==> src/rtl/ugcs_pkg.sv <==
// Shared types and constants for the UTF-8 grapheme cluster segmenter.
// No dependencies; every other file refers to it by scoped names.
package ugcs_pkg;

	localparam int MAX_RES    = 4;
	localparam int PEND_DEPTH = 3;
	localparam int CNT_W      = $clog2(MAX_RES + 1);
	localparam int IDX_W      = $clog2(MAX_RES);
	localparam int PIDX_W     = $clog2(PEND_DEPTH);

	typedef enum logic [1:0] {
		MODE_GENERAL   = 2'd0,
		MODE_RI_OPEN   = 2'd1,
		MODE_RI_CLOSED = 2'd2
	} mode_t;

	typedef struct packed {
		logic [7:0] text_byte;
		logic       end_of_text;
	} text_item_t;

	typedef struct packed {
		logic [7:0] out_byte;
		logic       starts_cluster;
		logic       starts_unit;
		logic       text_done;
		logic       run_last;
	} seg_item_t;

	typedef struct packed {
		logic  at_start;
		mode_t mode;
		logic  joiner;
		logic  virama;
		logic  parity;
	} seg_state_t;

	localparam seg_state_t SEG_RESET = '{
		at_start: 1'b1,
		mode:     MODE_GENERAL,
		joiner:   1'b0,
		virama:   1'b0,
		parity:   1'b0
	};

	typedef struct packed {
		logic [PIDX_W-1:0] count;
		logic [2:0]        exp_len;
	} dec_state_t;

	typedef struct packed {
		logic              we;
		logic [PIDX_W-1:0] idx;
	} pend_wr_t;

	typedef struct packed {
		seg_item_t [MAX_RES-1:0] slot;
		logic [CNT_W-1:0]        count;
	} batch_t;

endpackage

==> src/rtl/ugcs_if.sv <==
// Stream interfaces for the segmenter: text bytes in, marked bytes out.
// Depends on ugcs_pkg for the payload types.
interface ugcs_text_if;
	logic                   valid;
	logic                   ready;
	ugcs_pkg::text_item_t   data;

	modport source (output valid, output data, input ready);
	modport sink   (input valid, input data, output ready);
endinterface

interface ugcs_seg_if;
	logic                   valid;
	logic                   ready;
	ugcs_pkg::seg_item_t    data;

	modport source (output valid, output data, input ready);
	modport sink   (input valid, input data, output ready);
endinterface

==> src/rtl/ugcs_step.sv <==
// Combinational decode and cluster decision for one text byte.
// Depends on ugcs_pkg; produces the result batch and next state.
module ugcs_step (
	input  ugcs_pkg::text_item_t                       item,
	input  ugcs_pkg::seg_state_t                       seg,
	input  ugcs_pkg::dec_state_t                       dec,
	input  logic [ugcs_pkg::PEND_DEPTH-1:0][7:0]       pend,
	output ugcs_pkg::batch_t                           batch,
	output ugcs_pkg::seg_state_t                       seg_nxt,
	output ugcs_pkg::dec_state_t                       dec_nxt,
	output ugcs_pkg::pend_wr_t                         pend_wr
);

	localparam logic [20:0] ZWJ_CP = 21'h0200D;
	localparam logic [20:0] RI_LO  = 21'h1F1E6;
	localparam logic [20:0] RI_HI  = 21'h1F1FF;

	typedef struct packed {
		logic ri;
		logic ext;
		logic vir;
		logic zwj;
		logic pict;
	} cls_t;

	typedef struct packed {
		logic                 brk;
		ugcs_pkg::seg_state_t st;
	} step_t;

	function automatic logic in_rng(logic [20:0] cp, logic [20:0] lo, logic [20:0] hi);
		return (cp >= lo) && (cp <= hi);
	endfunction

	function automatic cls_t classify(logic [20:0] cp);
		cls_t c;
		c.vir = (cp == 21'h0094D) || (cp == 21'h009CD) || (cp == 21'h00A4D) ||
			(cp == 21'h00ACD) || (cp == 21'h00B4D) || (cp == 21'h00BCD) ||
			(cp == 21'h00C4D) || (cp == 21'h00CCD) || (cp == 21'h00D4D) ||
			(cp == 21'h00DCA);
		c.zwj = (cp == ZWJ_CP);
		c.ri  = in_rng(cp, RI_LO, RI_HI);
		c.ext = in_rng(cp, 21'h00300, 21'h0036F) || in_rng(cp, 21'h01AB0, 21'h01AFF) ||
			in_rng(cp, 21'h01DC0, 21'h01DFF) || in_rng(cp, 21'h020D0, 21'h020FF) ||
			in_rng(cp, 21'h0FE00, 21'h0FE0F) || in_rng(cp, 21'h0FE20, 21'h0FE2F) ||
			c.zwj || c.vir ||
			in_rng(cp, 21'h1F3FB, 21'h1F3FF) || in_rng(cp, 21'hE0100, 21'hE01EF) ||
			in_rng(cp, 21'h011A8, 21'h011FF) || in_rng(cp, 21'h0D7CB, 21'h0D7FB);
		c.pict = in_rng(cp, 21'h02600, 21'h027BF) || in_rng(cp, 21'h1F300, 21'h1F9FF) ||
			in_rng(cp, 21'h1FA70, 21'h1FAFF);
		return c;
	endfunction

	// Boundary decision for one unit, with the state it leaves behind.
	function automatic step_t unit_step(ugcs_pkg::seg_state_t s, cls_t c);
		step_t r;
		r.st  = s;
		r.brk = 1'b0;
		priority if (s.at_start) begin
			r.brk = 1'b1;
		end else if (s.mode == ugcs_pkg::MODE_RI_OPEN && c.ri) begin
			r.st.mode = ugcs_pkg::MODE_RI_CLOSED;
		end else if (s.mode != ugcs_pkg::MODE_GENERAL) begin
			if (c.ext) begin
				r.st.mode   = ugcs_pkg::MODE_GENERAL;
				r.st.joiner = c.zwj;
				r.st.virama = c.vir;
			end else begin
				r.brk = 1'b1;
			end
		end else if (s.virama) begin
			r.st.virama = c.vir;
		end else if (c.ext) begin
			r.st.joiner = c.zwj;
			r.st.virama = c.vir;
		end else if (s.joiner && c.pict) begin
			r.st.joiner = 1'b0;
		end else begin
			r.brk = 1'b1;
		end
		if (r.brk) begin
			r.st.joiner = 1'b0;
			if (c.ri) begin
				r.st.mode   = s.parity ? ugcs_pkg::MODE_RI_CLOSED : ugcs_pkg::MODE_RI_OPEN;
				r.st.virama = 1'b0;
			end else begin
				r.st.mode   = ugcs_pkg::MODE_GENERAL;
				r.st.virama = c.vir;
			end
		end
		r.st.parity   = c.ri ? !s.parity : 1'b0;
		r.st.at_start = 1'b0;
		return r;
	endfunction

	logic [7:0]                          b;
	logic                                eot;
	logic                                cont;
	logic [2:0]                          len;
	logic [ugcs_pkg::CNT_W-1:0]          pc_ext;
	logic [ugcs_pkg::CNT_W-1:0]          pc_inc;
	logic                                case_a;
	logic                                case_b;
	logic                                a_done;
	logic                                one_unit;
	logic                                emit_new;
	logic [20:0]                         cp;
	cls_t                                cls_raw;
	cls_t                                tail_cls;
	cls_t [ugcs_pkg::MAX_RES-1:0]        ucls;
	logic [ugcs_pkg::MAX_RES-1:0]        su;
	logic [ugcs_pkg::CNT_W-1:0]          n;
	logic [ugcs_pkg::MAX_RES-1:0][7:0]   src;

	assign b    = item.text_byte;
	assign eot  = item.end_of_text;
	assign cont = (b[7:6] == 2'b10);
	assign src  = {b, pend};

	always_comb begin
		priority if (!b[7])                len = 3'd1;
		else if (b[7:5] == 3'b110)         len = 3'd2;
		else if (b[7:4] == 4'b1110)        len = 3'd3;
		else if (b[7:3] == 5'b11110)       len = 3'd4;
		else                               len = 3'd0;
	end

	assign pc_ext   = ugcs_pkg::CNT_W'(dec.count);
	assign pc_inc   = pc_ext + ugcs_pkg::CNT_W'(1);
	assign case_a   = (dec.count != '0) && cont &&
		(pc_ext != ugcs_pkg::CNT_W'(ugcs_pkg::PEND_DEPTH));
	assign case_b   = (pc_ext == ugcs_pkg::CNT_W'(ugcs_pkg::PEND_DEPTH)) && cont;
	assign a_done   = case_a && (3'(pc_inc) == dec.exp_len);
	assign one_unit = a_done || case_b;
	assign emit_new = (len == 3'd1) || (len == 3'd0) || eot;

	// Assemble the scalar of a finished sequence, or take the byte as ASCII.
	always_comb begin
		priority if (case_b)
			cp = {pend[0][2:0], pend[1][5:0], pend[2][5:0], b[5:0]};
		else if (case_a && dec.exp_len == 3'd3)
			cp = {5'd0, pend[0][3:0], pend[1][5:0], b[5:0]};
		else if (case_a)
			cp = {10'd0, pend[0][4:0], b[5:0]};
		else
			cp = {13'd0, b};
	end

	assign cls_raw  = classify(cp);
	assign tail_cls = (!case_a && !case_b && len == 3'd1) ? cls_raw : '0;

	always_comb begin
		priority if (one_unit)  n = pc_inc;
		else if (case_a)        n = eot ? pc_inc : '0;
		else                    n = pc_ext + ugcs_pkg::CNT_W'(emit_new);
	end

	// Walk the units of this byte in order; malformed units classify as nothing.
	always_comb begin
		ugcs_pkg::seg_state_t st;
		step_t                r;
		logic                 live;
		logic                 last;
		st = seg;
		for (int i = 0; i < ugcs_pkg::MAX_RES; i++) begin
			su[i]   = one_unit ? (i == 0) : 1'b1;
			ucls[i] = one_unit ? ((i == 0) ? cls_raw : '0)
				: ((ugcs_pkg::CNT_W'(i) == pc_ext) ? tail_cls : '0);
			r    = unit_step(st, ucls[i]);
			live = (ugcs_pkg::CNT_W'(i) < n) && su[i];
			last = (ugcs_pkg::CNT_W'(i) + ugcs_pkg::CNT_W'(1)) == n;
			if (live)
				st = r.st;
			batch.slot[i].out_byte       = (ugcs_pkg::CNT_W'(i) < pc_ext)
				? src[ugcs_pkg::IDX_W'(i)] : b;
			batch.slot[i].starts_cluster = live && r.brk;
			batch.slot[i].starts_unit    = su[i];
			batch.slot[i].run_last       = last;
			batch.slot[i].text_done      = last && eot;
		end
		batch.count = n;
		seg_nxt     = eot ? ugcs_pkg::SEG_RESET : st;
	end

	always_comb begin
		pend_wr.we  = 1'b0;
		pend_wr.idx = '0;
		dec_nxt     = dec;
		priority if (case_a) begin
			pend_wr.we  = 1'b1;
			pend_wr.idx = dec.count;
			if (a_done)
				dec_nxt = '0;
			else
				dec_nxt.count = ugcs_pkg::PIDX_W'(pc_inc);
		end else if (case_b) begin
			dec_nxt = '0;
		end else if (emit_new) begin
			dec_nxt = '0;
		end else begin
			pend_wr.we      = 1'b1;
			pend_wr.idx     = '0;
			dec_nxt.count   = ugcs_pkg::PIDX_W'(1);
			dec_nxt.exp_len = len;
		end
		if (eot)
			dec_nxt = '0;
	end

endmodule

==> src/rtl/utf8_grapheme_cluster_segmenter_unit.sv <==
// Top level of the UTF-8 grapheme cluster segmenter.
// Depends on ugcs_pkg, ugcs_if (stream interfaces) and ugcs_step.
//
// Channel  Dir  Payload                                            Transaction
// text     in   text_byte, end_of_text                             valid & ready
// segs     out  out_byte, starts_cluster, starts_unit, text_done,  valid & ready
//               run_last
//
// A text byte is decoded and judged in the cycle it is taken; its results (0 to 4)
// land in a four-slot result register and leave one per cycle while segs is ready.
// Sustained rate is one byte per cycle while each byte yields at most one result and segs is ready;
// a byte that yields more results holds text while the slots drain.
// The next byte is taken in the same cycle as the last result of the batch.
// arst_n clears decode and cluster state to the start of a text; no clearing pass.
// A stall on segs holds the batch; text then waits until the last slot goes out.
module utf8_grapheme_cluster_segmenter_unit (
	input  logic          clk,
	input  logic          arst_n,
	ugcs_text_if.sink     text,
	ugcs_seg_if.source    segs
);

	// Pending bytes of an unfinished sequence: payload only, written before read.
	logic [ugcs_pkg::PEND_DEPTH-1:0][7:0]        pend_q;
	ugcs_pkg::dec_state_t                        dec_q;
	ugcs_pkg::seg_state_t                        seg_q;

	// Result register: one batch of results and a drain pointer.
	ugcs_pkg::seg_item_t [ugcs_pkg::MAX_RES-1:0] slot_q;
	logic [ugcs_pkg::CNT_W-1:0]                  bat_cnt_q;
	logic [ugcs_pkg::IDX_W-1:0]                  bat_idx_q;

	ugcs_pkg::batch_t                            batch;
	ugcs_pkg::seg_state_t                        seg_nxt;
	ugcs_pkg::dec_state_t                        dec_nxt;
	ugcs_pkg::pend_wr_t                          pend_wr;

	logic accept;
	logic take;
	logic last_slot;

	ugcs_step u_step (
		.item    (text.data),
		.seg     (seg_q),
		.dec     (dec_q),
		.pend    (pend_q),
		.batch   (batch),
		.seg_nxt (seg_nxt),
		.dec_nxt (dec_nxt),
		.pend_wr (pend_wr)
	);

	// The slot on show is the last one of its batch.
	assign last_slot = (ugcs_pkg::CNT_W'(bat_idx_q) + ugcs_pkg::CNT_W'(1)) == bat_cnt_q;
	assign take      = segs.valid && segs.ready;

	// Take a new byte when the batch is empty or its last result leaves now.
	assign text.ready = (bat_cnt_q == '0) || (segs.ready && last_slot);
	assign accept     = text.valid && text.ready;

	assign segs.valid = (bat_cnt_q != '0);
	assign segs.data  = slot_q[bat_idx_q];

	// Store the byte into the pending line when it extends or opens a sequence.
	always_ff @(posedge clk) begin
		if (accept && pend_wr.we)
			pend_q[pend_wr.idx] <= text.data.text_byte;
	end

	// Load a fresh batch; slots of an empty batch are never shown.
	always_ff @(posedge clk) begin
		if (accept)
			slot_q <= batch.slot;
	end

	always_ff @(posedge clk or negedge arst_n) begin
		if (!arst_n) begin
			dec_q <= '0;
			seg_q <= ugcs_pkg::SEG_RESET;
		end else if (accept) begin
			dec_q <= dec_nxt;
			seg_q <= seg_nxt;
		end
	end

	always_ff @(posedge clk or negedge arst_n) begin
		if (!arst_n) begin
			bat_cnt_q <= '0;
			bat_idx_q <= '0;
		end else if (accept) begin
			bat_cnt_q <= batch.count;
			bat_idx_q <= '0;
		end else if (take) begin
			if (last_slot) begin
				bat_cnt_q <= '0;
				bat_idx_q <= '0;
			end else begin
				bat_idx_q <= bat_idx_q + ugcs_pkg::IDX_W'(1);
			end
		end
	end

	// End of text always flushes and returns to the start of a text.
	a_eot_reset: assert property (@(posedge clk) disable iff (!arst_n)
		accept && text.data.end_of_text |=> seg_q.at_start && dec_q.count == '0)
		else $error("end of text did not restore the text start state");

	// End of text always produces at least one result.
	a_eot_emits: assert property (@(posedge clk) disable iff (!arst_n)
		accept && text.data.end_of_text |-> batch.count != '0)
		else $error("end of text produced no result");

	// A pending sequence is always shorter than its expected length.
	a_pend_short: assert property (@(posedge clk) disable iff (!arst_n)
		dec_q.count != '0 |-> 3'(dec_q.count) < dec_q.exp_len)
		else $error("pending count reached expected length");

	// The drain pointer stays inside the batch.
	a_idx_range: assert property (@(posedge clk) disable iff (!arst_n)
		bat_cnt_q != '0 |-> ugcs_pkg::CNT_W'(bat_idx_q) < bat_cnt_q)
		else $error("result pointer beyond batch");

	// Only the final slot of a batch carries run_last.
	a_run_last: assert property (@(posedge clk) disable iff (!arst_n)
		segs.valid |-> segs.data.run_last == last_slot)
		else $error("run_last does not mark the end of the batch");

endmodule
==> src/flat_wrapper.sv <==
// flat-port wrapper written by rule: the top's interface ports become plain ports
module utf8_grapheme_cluster_segmenter_unit_flat 
  (clk, arst_n, text_valid, text_data, text_ready, segs_valid, segs_data, segs_ready);
  ugcs_text_if text_i ();
  ugcs_seg_if segs_i ();
  input  logic clk;
  input  logic arst_n;
  input wire logic [$bits(text_i.valid)-1:0] text_valid;
  input wire logic [$bits(text_i.data)-1:0] text_data;
  output wire logic [$bits(text_i.ready)-1:0] text_ready;
  output wire logic [$bits(segs_i.valid)-1:0] segs_valid;
  output wire logic [$bits(segs_i.data)-1:0] segs_data;
  input wire logic [$bits(segs_i.ready)-1:0] segs_ready;
  assign text_i.valid = text_valid;
  assign text_i.data = text_data;
  assign text_ready = text_i.ready;
  assign segs_valid = segs_i.valid;
  assign segs_data = segs_i.data;
  assign segs_i.ready = segs_ready;
  utf8_grapheme_cluster_segmenter_unit u_core (.clk(clk), .arst_n(arst_n), .text(text_i), .segs(segs_i));
endmodule
==> config.mk <==
export PLATFORM = sky130hd
export DESIGN_NAME = utf8_grapheme_cluster_segmenter_unit_flat
export DESIGN_NICKNAME = d
export VERILOG_FILES = /design/src/rtl/ugcs_pkg.sv /design/src/rtl/ugcs_if.sv /design/src/rtl/ugcs_step.sv /design/src/rtl/utf8_grapheme_cluster_segmenter_unit.sv /design/src/flat_wrapper.sv
export SDC_FILE = /design/constraint.sdc
export NUM_CORES = 1
export LEC_CHECK = 0
export ABC_AREA = 1
export BUFFER_PORTS_ARGS = -buffer_cell sky130_fd_sc_hd__buf_4
export CORE_MARGIN = 2
export CORE_UTILIZATION = 62
export CTS_CLUSTER_DIAMETER = 40
export DETAILED_ROUTE_END_ITERATION = 16
export PLACE_DENSITY = 0.8
export SETUP_SLACK_MARGIN = 0.02
export SLEW_MARGIN = 20
export SYNTH_ARGS = -nofsm -noshare
export SYNTH_HDL_FRONTEND = slang
export SYNTH_HIERARCHICAL = 1
export SYNTH_SLANG_ARGS = --single-unit
==> constraint.sdc <==
create_clock -name clk -period 6.4 [get_ports clk]
set_clock_uncertainty 0.1 [all_clocks]
set_input_delay 0.32 -clock clk [delete_from_list [all_inputs] [get_ports clk]]
set_output_delay 0.32 -clock clk [all_outputs]
set_load 0.03 [all_outputs]
==> impl_metrics.py <==
metrics = {
    "run_status": {
        "outcome": "finished, final reports clean",
    },
    "clock_network": {
        "clk_path_buf_depth": 2,
        "cts_tree": "yes",
        "cts_root_buf": "clkbuf_8",
        "numCtsBuffers": 9,
        "cts.sinks": 86,
        "postCtsSetupRepairBufs": 0,
        "cts_hold_buf": 1,
        "clk_latency_ns": 0.36,
        "htree_levels": 3,
        "path_clk_slew_ns": 0.09,
        "cts_resized": 0,
    },
    "floorplanning": {
        "design.die.area_sq_mm": 0.01025,
        "die_h_microns": 101.3,
        "coreArea_sq_mm": 0.009196,
        "io-pin-count": 27,
        "die_w_microns": 101.3,
        "placementRows": 35,
        "initial_utilization_pct": 63.78,
    },
    "flow_run": {
        "cap_viol_max_count": 0,
    },
    "detailed_routing": {
        "final_antenna_net_count": 0,
        "wire_per_inst_microns": 18.08,
        "vias_per_cell": 6.008,
        "post-route-drc-count": 0,
        "dr.pass1.iters": 5,
        "wirelength_microns": 16400,
        "drt_iter0_drc": 523,
        "vias": 5449,
    },
    "worst_setup_path": {
        "arrival_ns": 4.68,
        "critPathKind": "reg2reg",
        "cp_data_required_time_ns": 6.59,
        "critical_path.max_fanout": 20,
        "rr_startpoint": "u_core/dec_q[4]$_DFFE_PN0N_",
        "crit_path_start_kind": "flip-flop",
        "startpoint": "u_core/dec_q[4]$_DFFE_PN0N_",
        "end_kind": "flip-flop",
    },
    "global_routing": {
        "grt_overflow_total": 0,
        "grt_pass1_wl_microns": 25590,
        "grt_usage_pct": 33.03,
        "antenna_found_initial": 0,
        "grt_pass1_vias": 5107,
        "grt_max_degree": 63,
    },
    "power_and_ir_drop": {
        "powerDensity_mw_per_mm2": 308.5,
        "irDropWorstVdd_v": 0.0001531,
        "switchingPower_mw": 0.7805,
        "internal-power_mw": 1.112,
        "combPwrFrac_pct": 37.5,
        "power_leakage_nw": 2.758,
        "p_total_mw": 1.893,
        "p_clk_share_pct": 19.1,
        "p_seq_share_pct": 43.4,
        "swShare_pct": 41.24,
    },
    "yosys": {
        "synthesis.area_sq_mm": 0.005866,
        "yosys_warnings": 6,
        "syn-mean-instance-area_sq_um": 7.425,
        "syn-instance-count": 790,
        "synth_fp_nets": 808,
    },
    "final_layout": {
        "antennaDiodeCount": 0,
        "fin_util_pct": 66.72,
        "final_cell_mix": "nand2_1, nor2_1, inv_1",
        "drive_gt1_share_pct": 13.57,
        "area_growth_pct": 4.607,
        "mostFrequentLayoutCell": "nand2_1",
        "nets": 809,
    },
    "timing": {
        "slew_headroom_pct": 37.35,
        "fin_crit_ns": 4.490,
        "finalHoldViolCount": 0,
        "tightest_slew_ns": 0.9398,
        "fin_ws_ns": 1.910,
        "setup_tns_ns": 0,
        "layout_worst_path_cycle_share_pct": 70.16,
        "slew_violations": 0,
        "timing.fmax_ghz": 0.2227,
        "grt_setup_unrepaired": "no",
        "setup_viol": 0,
    },
    "placed_design": {
        "place_ws_ns": 2.042,
        "dpl.hpwl_microns": 12190,
        "gp_congestion": 1.013,
        "portBuffers": 26,
    },
    "min_path": {
        "worstHoldStart": "text_data[7]",
        "hold_class": "in2reg",
    },
}
==> flip-flops by register name (all words and copies together), names as in the netlist <==
name	cells
u_core/slot_q	48
u_core/bat_idx_q	2
u_core/seg_q	6
u_core/dec_q	5
u_core/pend_q	22
u_core/bat_cnt_q	3
==> final timing paths <==
kind / depth (start not counted) / end / slack [ns]
max: 27 / u_core/seg_q[1]$_DFFE_PN0N_ / 1.91
min in group asynchronous: 2 / u_core/bat_idx_q[1]$_DFFE_PN0P_ / 0.29
min reg2reg: 2 / u_core/seg_q[5]$_DFFE_PN1N_ / 0.38
min: 1 / u_core/pend_q[14]$_DFFE_PP_ / 0.12
max reg2reg: 27 / u_core/seg_q[1]$_DFFE_PN0N_ / 1.91
max in group asynchronous: 2 / u_core/seg_q[5]$_DFFE_PN1N_ / 5.66
==> stage by stage <==
| step | hold WS [ns] | std cells | instance area (sq um) |
|---|---|---|---|
| 6_report | 0.1157 | 907 | 6136 |
| 5_1_grt | 0.1096 | 907 | 6136 |
| 4_1_cts | 0.09639 | 907 | 6136 |
| 3_5_place_dp | 0.09235 | 890 | 5939 |
| 3_3_place_gp | 0.08884 | 890 | 5939 |
| 2_1_floorplan | -0.07559 | 790 | 5866 |
==> routing by layer <==
| metal | track usage, % | vias up | part of all wire [%] |
|---|---|---|---|
| met5 | 0 | - | 0 |
| met4 | 19.13 | 0 | 5.5 |
| met3 | 4.900 | 57 | 7.7 |
| met2 | 55.68 | 300 | 49 |
| met1 | 40.46 | 2520 | 38 |
| li1 | - | 2572 | - |
==> power groups by stage <==
stage,registers (mW),clock network [mW],logic (mW)
finish,0.822,0.361,0.709
floorplan,0.789,0,0.539
detailed placement,0.833,0,0.700
global route,0.834,0.387,0.776
global placement,0.825,0,0.667
CTS,0.821,0.366,0.704
==> layout make-up <==
class / count / area, sq um
clock inverter: 7 / 62.56
tap: 111 / 138.9
inverter: 86 / 330.3
timing repair buffer: 27 / 205.2
multi-input combinational: 581 / 2771
sequential: 86 / 2504
clock buffer: 9 / 123.9
fill: 741 / 3060
==> worst max-delay path, stage by stage (launching register included) <==
cell	delay, ns
dfrtp_1	0.71
inv_1	0.13
ha_1	0.29
inv_2	0.19
nand2_1	0.11
nor2_2	0.58
nand3_1	0.25
nand2_1	0.13
nor2_1	0.11
nor2_2	0.19
nand2_1	0.15
o21ai_1	0.27
nand2_1	0.08
nand2_1	0.06
nand2_1	0.07
nand3_1	0.12
nor2_4	0.06
nand2_2	0.09
nand2_2	0.08
nand3_4	0.09
nand2_4	0.07
nor2_1	0.09
nand2_1	0.05
nand3_1	0.07
nand2_1	0.05
inv_1	0.06
nand2_1	0.05
nand2_1	0.10
Note: power is estimated with default switching activity, not from simulation.
